<file path="src/rtl/lrqs_pkg.sv">
// Package with payload types and fixed field widths for the lottery ready queue scheduler.
`default_nettype none
package lrqs_pkg;

    localparam int unsigned CMD_W     = 1;
    localparam int unsigned PID_W     = 8;
    localparam int unsigned RND_W     = 31;
    localparam int unsigned QUANTUM_W = 16;
    localparam int unsigned TICKET_W  = 12;
    localparam int unsigned COUNT_W   = 5;

    localparam logic CMD_ENQUEUE = 1'b0;
    localparam logic CMD_SELECT  = 1'b1;

    localparam logic [QUANTUM_W-1:0] QUANTUM_RESET = 16'd4;

    typedef struct packed {
        logic [CMD_W-1:0] cmd;
        logic [PID_W-1:0] process_id;
        logic [RND_W-1:0] random_value;
    } t_in_word;

    typedef struct packed {
        logic                 found;
        logic [PID_W-1:0]     winner_id;
        logic [QUANTUM_W-1:0] quantum_load;
        logic [TICKET_W-1:0]  draw_ticket;
        logic                 overflow;
        logic [COUNT_W-1:0]   queue_count;
    } t_out_word;

endpackage
`default_nettype wire

</file>
<file path="src/rtl/lrqs_ram.sv">
// Generic single-port-write, single-port-read RAM with registered read data.
`default_nettype none
module lrqs_ram #(
    parameter int unsigned WIDTH = 8,
    parameter int unsigned DEPTH = 16
) (
    input  wire logic                     i_clk,
    input  wire logic                     i_we,
    input  wire logic [$clog2(DEPTH)-1:0] i_waddr,
    input  wire logic [WIDTH-1:0]         i_wdata,
    input  wire logic [$clog2(DEPTH)-1:0] i_raddr,
    output logic      [WIDTH-1:0]         o_rdata
);

    logic [WIDTH-1:0] r_mem [DEPTH];

    // Write port and registered read port.
    always_ff @(posedge i_clk) begin
        if (i_we) begin
            r_mem[i_waddr] <= i_wdata;
        end
        o_rdata <= r_mem[i_raddr];
    end

endmodule
`default_nettype wire

</file>
<file path="src/rtl/lottery_ready_queue_scheduler_unit.sv">
// Top level of the lottery ready queue scheduler: queue memory, modulo unit and control.
//
//  channel | direction | handshake           | payload
//  --------+-----------+---------------------+------------------------
//  input   | in        | i_valid / o_stall   | i_in  (t_in_word)
//  output  | out       | o_valid / i_stall   | o_out (t_out_word)
//  config  | in        | i_cfg_we            | i_cfg_wdata (quantum)
//
// An enqueue result is valid the cycle after the word is accepted. A select on
// N queued ids runs in steps: one memory pass sums the tickets, a restoring
// divider yields one remainder bit per cycle, a second pass walks the sums up
// to the winner, and a third shifts later entries down one per cycle through
// the single read port of the queue RAM. Reset is synchronous and needs no
// clearing pass. One word is worked at a time; a result held by a stalled
// receiver keeps the input stalled until it leaves.
`default_nettype none
module lottery_ready_queue_scheduler_unit #(
    parameter int unsigned QUEUE_DEPTH = 16
) (
    input  wire logic                       i_clk,
    input  wire logic                       i_rst_n,
    input  wire logic                       i_valid,
    output logic                            o_stall,
    input  wire lrqs_pkg::t_in_word         i_in,
    output logic                            o_valid,
    input  wire logic                       i_stall,
    output lrqs_pkg::t_out_word             o_out,
    input  wire logic                       i_cfg_we,
    input  wire logic [lrqs_pkg::QUANTUM_W-1:0] i_cfg_wdata
);
    import lrqs_pkg::*;

    localparam int unsigned ID_WIDTH   = PID_W;
    localparam int unsigned RAND_WIDTH = RND_W;
    localparam int unsigned AW  = $clog2(QUEUE_DEPTH);
    localparam int unsigned CW  = $clog2(QUEUE_DEPTH + 1);
    // Total tickets reach QUEUE_DEPTH * 2^ID_WIDTH.
    localparam int unsigned SW  = ID_WIDTH + CW;
    localparam int unsigned BW  = $clog2(RAND_WIDTH + 1);

    localparam logic [3:0] ST_IDLE  = 4'd0;
    localparam logic [3:0] ST_SUM   = 4'd1;
    localparam logic [3:0] ST_DIV   = 4'd2;
    localparam logic [3:0] ST_WALK  = 4'd3;
    localparam logic [3:0] ST_SHIFT = 4'd4;
    localparam logic [3:0] ST_DONE  = 4'd5;

    logic [3:0]             r_state;
    logic [CW-1:0]          r_total;
    logic [QUANTUM_W-1:0]   r_quantum;
    logic [RAND_WIDTH-1:0]  r_rnd;
    logic [CW-1:0]          r_idx;       // address issued this cycle
    logic                   r_rvld;      // read data valid this cycle
    logic [SW-1:0]          r_sum;
    logic [SW-1:0]          r_tickets;
    logic [SW-1:0]          r_rem;
    logic [BW-1:0]          r_bit;
    logic [ID_WIDTH-1:0]    r_winner;
    logic                   r_found;
    logic                   r_out_vld;
    t_out_word              r_out;
    t_out_word              n_enq_out;

    logic                   ram_we;
    logic [AW-1:0]          ram_waddr;
    logic [ID_WIDTH-1:0]    ram_wdata;
    logic [AW-1:0]          ram_raddr;
    logic [ID_WIDTH-1:0]    ram_rdata;
    logic [SW-1:0]          rd_tickets;
    logic [SW:0]            rem_shift;
    logic [SW-1:0]          sum_next;
    logic                   accept;
    logic                   out_load;

    lrqs_ram #(.WIDTH(ID_WIDTH), .DEPTH(QUEUE_DEPTH)) u_ids (
        .i_clk  (i_clk),
        .i_we   (ram_we),
        .i_waddr(ram_waddr),
        .i_wdata(ram_wdata),
        .i_raddr(ram_raddr),
        .o_rdata(ram_rdata)
    );

    // Input handshake: take a word only when idle and the output slot is free.
    assign o_stall = (r_state != ST_IDLE) || (r_out_vld && i_stall);
    assign accept  = i_valid && !o_stall;
    assign o_valid = r_out_vld;
    assign o_out   = r_out;

    assign rd_tickets = SW'(ram_rdata) + SW'(1);
    assign sum_next   = r_sum + rd_tickets;
    assign rem_shift  = {r_rem, r_rnd[RAND_WIDTH-1]};

    // A result word is loaded for enqueues, empty selects and finished selects.
    assign out_load = (r_state == ST_IDLE && accept &&
                       (i_in.cmd == CMD_ENQUEUE || r_total == '0)) ||
                      (r_state == ST_DONE && (!r_out_vld || !i_stall));

    // Result word of an enqueue.
    always_comb begin
        n_enq_out = '0;
        if (r_total < CW'(QUEUE_DEPTH)) begin
            n_enq_out.queue_count = COUNT_W'(r_total + CW'(1));
        end else begin
            n_enq_out.overflow    = 1'b1;
            n_enq_out.queue_count = COUNT_W'(r_total);
        end
    end

    // Memory port control: write on enqueue or shift, read the walk index.
    // While idle the head entry is read so a select starts its sum pass at once.
    always_comb begin
        ram_we    = 1'b0;
        ram_waddr = r_total[AW-1:0];
        ram_wdata = i_in.process_id[ID_WIDTH-1:0];
        ram_raddr = (r_state == ST_IDLE) ? '0 : r_idx[AW-1:0];
        if (accept && i_in.cmd == CMD_ENQUEUE && r_total < CW'(QUEUE_DEPTH)) begin
            ram_we = 1'b1;
        end else if (r_state == ST_SHIFT && r_rvld) begin
            ram_we    = 1'b1;
            ram_waddr = AW'(r_idx - CW'(2));
            ram_wdata = ram_rdata;
        end
    end

    // Sequencer for select words and result formation.
    always_ff @(posedge i_clk) begin
        if (!i_rst_n) begin
            r_state   <= ST_IDLE;
            r_total   <= '0;
            r_quantum <= QUANTUM_RESET;
            r_out_vld <= 1'b0;
            r_rvld    <= 1'b0;
            r_idx     <= '0;
        end else begin
            if (i_cfg_we) begin
                r_quantum <= i_cfg_wdata;
            end
            if (out_load) begin
                r_out_vld <= 1'b1;
            end else if (!i_stall) begin
                r_out_vld <= 1'b0;
            end
            unique case (r_state)
                ST_IDLE: begin
                    if (accept) begin
                        r_rnd <= i_in.random_value[RAND_WIDTH-1:0];
                        if (i_in.cmd == CMD_ENQUEUE) begin
                            r_out <= n_enq_out;
                            if (r_total < CW'(QUEUE_DEPTH)) begin
                                r_total <= r_total + CW'(1);
                            end
                        end else if (r_total == '0) begin
                            r_out <= '0;
                        end else begin
                            r_state <= ST_SUM;
                            r_sum   <= '0;
                            r_idx   <= CW'(1);
                            r_rvld  <= 1'b1;
                        end
                    end
                end
                ST_SUM: begin
                    // Read data for entry r_idx-1 is present.
                    r_sum  <= sum_next;
                    r_idx  <= r_idx + CW'(1);
                    if (r_idx == r_total) begin
                        r_tickets <= sum_next;
                        r_rem     <= '0;
                        r_bit     <= BW'(RAND_WIDTH);
                        r_rvld    <= 1'b0;
                        r_state   <= ST_DIV;
                    end
                end
                ST_DIV: begin
                    // Restoring remainder: one random bit per cycle.
                    if (rem_shift >= {1'b0, r_tickets}) begin
                        r_rem <= SW'(rem_shift - {1'b0, r_tickets});
                    end else begin
                        r_rem <= SW'(rem_shift);
                    end
                    r_rnd <= r_rnd << 1;
                    r_bit <= r_bit - BW'(1);
                    if (r_bit == BW'(1)) begin
                        r_state <= ST_WALK;
                        r_sum   <= '0;
                        r_idx   <= '0;
                    end
                end
                ST_WALK: begin
                    // First cycle issues address 0; then one entry per cycle.
                    r_idx <= r_idx + CW'(1);
                    if (r_rvld) begin
                        r_sum <= sum_next;
                    end
                    if (r_rvld && sum_next > r_rem) begin
                        r_winner <= ram_rdata;
                        r_found  <= 1'b1;
                        // The entry after the winner is being read; it is valid
                        // only when it lies inside the queue.
                        r_rvld   <= (r_idx < r_total);
                        r_state  <= ST_SHIFT;
                    end else begin
                        r_rvld <= 1'b1;
                    end
                end
                ST_SHIFT: begin
                    // Read at r_idx issued; data for r_idx-1 lands at r_idx-2.
                    if (r_idx < r_total) begin
                        r_idx  <= r_idx + CW'(1);
                        r_rvld <= 1'b1;
                    end else begin
                        r_rvld <= 1'b0;
                        if (!r_rvld || r_idx == r_total) begin
                            r_state <= ST_DONE;
                        end
                        r_idx <= r_idx + CW'(1);
                    end
                end
                ST_DONE: begin
                    if (!r_out_vld || !i_stall) begin
                        r_total              <= r_total - CW'(1);
                        r_out.found          <= r_found;
                        r_out.winner_id      <= PID_W'(r_winner);
                        r_out.quantum_load   <= r_quantum;
                        r_out.draw_ticket    <= TICKET_W'(r_rem);
                        r_out.overflow       <= 1'b0;
                        r_out.queue_count    <= COUNT_W'(r_total - CW'(1));
                        r_rvld               <= 1'b0;
                        r_state              <= ST_IDLE;
                    end
                end
                default: r_state <= ST_IDLE;
            endcase
        end
    end

`ifndef ASSERT_OFF
    // The queue never holds more ids than it has room for.
    a_total_bound: assert property (@(posedge i_clk) disable iff (!i_rst_n)
        r_total <= CW'(QUEUE_DEPTH))
        else $error("queue count beyond depth");

    // A select in progress always has a non-empty queue.
    a_busy_nonempty: assert property (@(posedge i_clk) disable iff (!i_rst_n)
        (r_state != ST_IDLE) |-> (r_total != '0))
        else $error("select running on empty queue");

    // The remainder stays below the ticket total once walking.
    a_rem_bound: assert property (@(posedge i_clk) disable iff (!i_rst_n)
        (r_state == ST_WALK) |-> (r_rem < r_tickets))
        else $error("draw not reduced below ticket total");
`endif

endmodule
`default_nettype wire

</file>
<file path="config.mk">
export PLATFORM = sky130hd
export DESIGN_NAME = lottery_ready_queue_scheduler_unit
export DESIGN_NICKNAME = d
export VERILOG_FILES = /design/src/rtl/lrqs_pkg.sv /design/src/rtl/lrqs_ram.sv /design/src/rtl/lottery_ready_queue_scheduler_unit.sv
export SDC_FILE = /design/constraint.sdc
export NUM_CORES = 1
export LEC_CHECK = 0
export BUFFER_PORTS_ARGS = -buffer_cell sky130_fd_sc_hd__buf_2
export CORE_UTILIZATION = 57
export CTS_BUF_LIST = sky130_fd_sc_hd__clkbuf_4 sky130_fd_sc_hd__clkbuf_8
export DETAILED_ROUTE_END_ITERATION = 16
export PLACE_DENSITY = 0.76
export SLEW_MARGIN = 25
export SYNTH_ARGS = -nofsm -noshare
export SYNTH_HDL_FRONTEND = slang
export SYNTH_HIERARCHICAL = 1
export SYNTH_SLANG_ARGS = --single-unit
</file>
<file path="constraint.sdc">
create_clock -name i_clk -period 11.85 [get_ports i_clk]
set_input_delay 2.37 -clock i_clk [delete_from_list [all_inputs] [get_ports i_clk]]
set_output_delay 2.37 -clock i_clk [all_outputs]
set_load 0.05 [all_outputs]
</file>
; After elaboration in Yosys (flattened, before gate mapping)
; Memory sizes are Yosys's and may differ from the RTL's. A register that Yosys moved wholly into a read port is not among the register bits.
; Index checks and enable logic that the tools add are counted.
[totals]
ff_bits = 158
word_cells = 148
out_inout_bits = 45
mem_bits_rw = 128
memories = 1
input_bits = 61
[mem_list]
columns = name, words, width, rd, rd_clocked_by_memory_dff, write_ports, line_no
row1 = u_ids.r_mem, 16, 8, 1, 1, 1, lrqs_ram.sv:15  ; logic [WIDTH-1:0] r_mem [DEPTH];
[classes]
n_mux = 58
magnitude_cmp = 4
eq_ne = 20
n_addsub = 8
n_reduce_logical = 38
n_bitwise = 1
[ops]
columns = op, count
row1 = $mux W43, 4
row2 = $mux W13, 7
row3 = $pmux W43 S2, 1
row4 = $pmux W31 S2, 1
row5 = $pmux W13 S4, 1
row6 = $mux W4, 12
row7 = $mux W5, 9
row8 = $mux W31, 1
row9 = $pmux W13 S2, 1
row10 = $pmux W4 S6, 1
row11 = $pmux W5 S2, 2
row12 = $ne A2 B2 Y1 const B, 9
row13 = $mux W8, 2
row14 = $pmux W5 S3, 1
row15 = $ge A14 B13 Y1, 1
row16 = $mux W1, 14
row17 = $add A13 B9 Y13, 1
row18 = $gt A13 B13 Y1, 1
row19 = $sub A13 B13 Y13, 1
row20 = $reduce_and A3 Y1, 4
row21 = $add A5 B1 Y5 const B, 2
row22 = $reduce_and A5 Y1, 2
row23 = $sub A5 B1 Y5 const B, 2
row24 = $add A8 B1 Y9 const B, 1
row25 = other kinds (26), 48

; Longest topological paths before layout
[depth]
ltp_word = 9
mapped_depth = 17
depth_no_buf = 17

; Cells and area by module
; Netlist, hierarchy kept.
[modules_own_cells]
columns = mod, area_each_um2, cells_per_inst, instances
row1 = lottery_ready_queue_scheduler_unit, 8349.3, 823, 1
row2 = lrqs_ram, 5147.4, 229, 1

; Worst setup path before layout
; OpenSTA, ideal clock, no wires.
[synth_path]
kind = input to register
startpoint = input port i_valid
endpoint = register r_out (netlist bit o_out[0]), enable pin
required_time_ns = 11.342
setup_time_ns = 0.508
path_slack_ns = 5.373
path_buffers = 0
arrival_ns = 5.969
stages = 4
cell_sequence = nor3_1 -> a31oi_1 -> nor2_1 -> a211oi_1
[synth_between]
elab_chain_len = 3
[synth_rtl]
columns = element, line_no
row1 = "start, declared", lottery_ready_queue_scheduler_unit.sv:22  ; input wire logic i_valid,
row2 = $logic_and A1 B1 Y1, lottery_ready_queue_scheduler_unit.sv:86  ; assign accept = i_valid && !o_stall;
row3 = $ne A2 B2 Y1 (no source line), n/a
row4 = $reduce_and A5 Y1 (no source line), n/a
row5 = "end signal, assigned", lottery_ready_queue_scheduler_unit.sv:149  ; r_out <= n_enq_out;
row6 = "end, declared", lottery_ready_queue_scheduler_unit.sv:61  ; t_out_word r_out;
; Every way passes these cells.
; A chain may end at the register's enable or synchronous reset.

; Worst setup path in the final report
[layout_path]
startpoint = input port i_stall
endpoint = output port o_stall
[layout_between]
elab_chain_len = 2
[layout_rtl]
columns = element, line_no
row1 = "start, declared", lottery_ready_queue_scheduler_unit.sv:26  ; input wire logic i_stall,
row2 = $logic_and A1 B1 Y1, lottery_ready_queue_scheduler_unit.sv:85  ; assign o_stall = (r_state != ST_IDLE) || (r_out_vld && i_stall);
row3 = $logic_or A1 B1 Y1, lottery_ready_queue_scheduler_unit.sv:85
row4 = "end, declared", lottery_ready_queue_scheduler_unit.sv:23  ; output logic o_stall,
; Every way passes these cells.

==> results.txt <==
P&R area growth vs syn: 13.5%
Die Ht: 156 microns
CTS sink count: 293
I/O Buffers: 105
hold_ws: 443 ps
area leader, netlist: edfxtp_1
post-DP HPWL: 19100 microns
Detailed Routing Iterations Pass 1: 5
Synth async-reset ratio: 0%
CP Max Fanout: 3
delay-heaviest family, CP: buffers and inverters
VDD IR max: 112 uV
Die Span X: 156 microns
Primary FF master, synth: edfxtp_1
n_diodes: 0
Max stage delay on crit path: 270 ps
vias: 8767
synthesized flop and latch total: 293
largest net degree at the start of global routing: 44
die outline area: 24300 sq um
top area cells in the synthesized netlist: edfxtp_1, dfxtp_1, ha_1
data arrival time of the critical path: 2900 ps
Netlist cell types: 72
CTS tree: done
YS warnings: 6
Buffers & Inverters on Critical Path: 2
RePlAce Congestion: 0.877
DR WL/cell: 18.5 microns
syn nets: 1162
commonest cells in the netlist: edfxtp_1, nand2_1, nor2_1, inv_1, ha_1
Tot GR Track Use: 23.6%
Max Slew Vio Count: 0
vias per inst: 5.75
setup TNS: 0 ps
IO Count: 106
core area: 22900 sq um
Power Dens Cells: 199 nW/um^2
Initial Util: 58.9%
share of cells above drive strength 1: 20.0%
CP Class: in -> out
clock skew: 27.4 ps
max_cap viols: 0
FMAX: 190 MHz
Synth Cell Area: 13500 sq um
final hold viol count: 0
vias in the first global route: 8586
post-route ant nets: 0
CTS resizes: 0
first-pass GRT wire length: 44100 microns
Worst Hold Class: reg -> reg
placed cell area: 14300 sq um
RSZ-0062 raised after global routing: no
initial antenna violation count: 0
Post-Route Utilization: 66.8%
Final nets: 1287
slowest CP cell: buf_2
DRC: 0
H-Tree Level Count: 2
count leader, synth: edfxtp_1
clock period minus final worst setup slack: 5270 ps
Post-Syn Instances: 1052
Reg clk slew, reported paths: 50 ps
Layout fillers: 1664
worst path cell trace: buf_2 > nand2_1 > nand2_1 > buf_2
cts bufs inserted: 47
Finished Cell Area: 15300 sq um
P_leak: 5.84 nW
drt first-iter violations: 799
cts hold-fix bufs: 0
slew margin rel.: 35.3%
clk buf depth: 3
Syn Area/Cell: 12.8 sq um
Setup violations, final: 0
drt total wl: 28200 microns
final period utilization: 44.4%
# rows: 55
gr ovfl total: 0
outcome: complete, no violations
clock latency on the worst-skew pair: 560 ps
Root Driver: clkbuf_8
post-CTS setup buffers: 0
startpoint types: primary input
Worst-Margin Slew: 970 ps
Seq/Total Area, Yosys: 62.3%
WP data required: 9480 ps
EDFF count, synth: 254
CP endpoint kind: primary output
top cell type's share of synthesized area: 56.5%
## placed cells by master, fill, tap and decap left out, types with 15 or more instances in the layout
master and n:
nand3_1 16, o21ai_0 44, nor3_1 17, and2_1 33, clkbuf_4 19, buf_2 105
mux4_2 18, mux2i_1 19, edfxtp_1 254, inv_1 53, a21oi_1 32, ha_1 47
clkbuf_8 51, nor2_1 79, a22oi_1 17, buf_4 15, xnor2_1 21, dfxtp_1 39
nand2_1 156
## registers in the layout (all words and copies together), names as in the netlist
signal         flops
o_valid            1
r_total            5
o_out             43
r_bit              5
r_tickets         13
r_sum             13
r_winner           8
r_idx              5
r_rem             13
r_state            3
r_rnd             31
r_quantum         16
u_ids/o_rdata      8
u_ids/r_mem      128
r_rvld             1
## layer usage
layer  vias to the layer above  share of wire [%]  track usage (%)
met3                        55                7.2             5.11
met2                       315                 49             39.2
met5                         -                  0                0
li1                       4155                  -                -
met4                         0                2.5             8.17
met1                      4242                 41             30.9
## worst paths after layout
| kind | end | from | slack (ps) | cells past startpoint |
|---|---|---|---|---|
| setup / recovery | o_stall | i_stall | 6580 | 4 |
| hold / removal | r_winner[0]$_DFFE_PP_ | u_ids/o_rdata[0]$_DFF_P_ | 440 | 0 |
| setup reg to reg | r_winner[6]$_DFFE_PP_ | r_sum[0]$_SDFFCE_PN0P_ | 6950 | 17 |
| hold reg to reg | r_winner[0]$_DFFE_PP_ | u_ids/o_rdata[0]$_DFF_P_ | 440 | 0 |
## metrics by stage
stage / worst slack [ps] / power, mW / cells
floorplan: 5370 / 1.97 / 1052
global placement: 6600 / 2.17 / 1441
detailed placement: 6590 / 2.19 / 1441
CTS: 6590 / 3.07 / 1526
global route: 6540 / 3.20 / 1526
finish: 6580 / 3.05 / 1526
## power breakdown
| group | switching (mW) | internal, mW |
|---|---|---|
| Clock | 0.379 | 0.499 |
| Sequential | 0.0539 | 1.28 |
| Combinational | 0.571 | 0.277 |
| Total | 1.00 | 2.05 |
## logic make-up after synthesis
logic type	synth area share, %
buffers and inverters	3.25
and+or+nand+nor	12.6
xor gates and xnor gates	1.62
adders and majority gates	4.65
AOI/OAI and AO/OA	8.37
DFF	62.3
muxes	7.22
## cell type report
class | instances | area [sq um] | area share (%)
sequential | 293 | 8410 | 54.9
multi-input combinational | 662 | 4720 | 30.8
clock buffer | 70 | 845 | 5.51
timing repair buffer | 120 | 638 | 4.17
tap | 313 | 392 | 2.56
inverter | 53 | 199 | 1.30
clock inverter | 15 | 119 | 0.776
## worst reg2reg max path, cell delays in order (launching register included)
cell and delay [ps]:
edfxtp_1 350, inv_1 60, ha_1 160, inv_1 60, fa_1 400, a21o_1 200
a21oi_1 260, o21ai_0 110, a311oi_1 630, or4_1 240, nand2_1 70, ha_1 310
nand4_1 110, nor2_1 150, a21oi_1 90, a221oi_1 530, nand3_1 180, nor2_1 610
No activity file was read; power rests on OpenSTA's default activity.
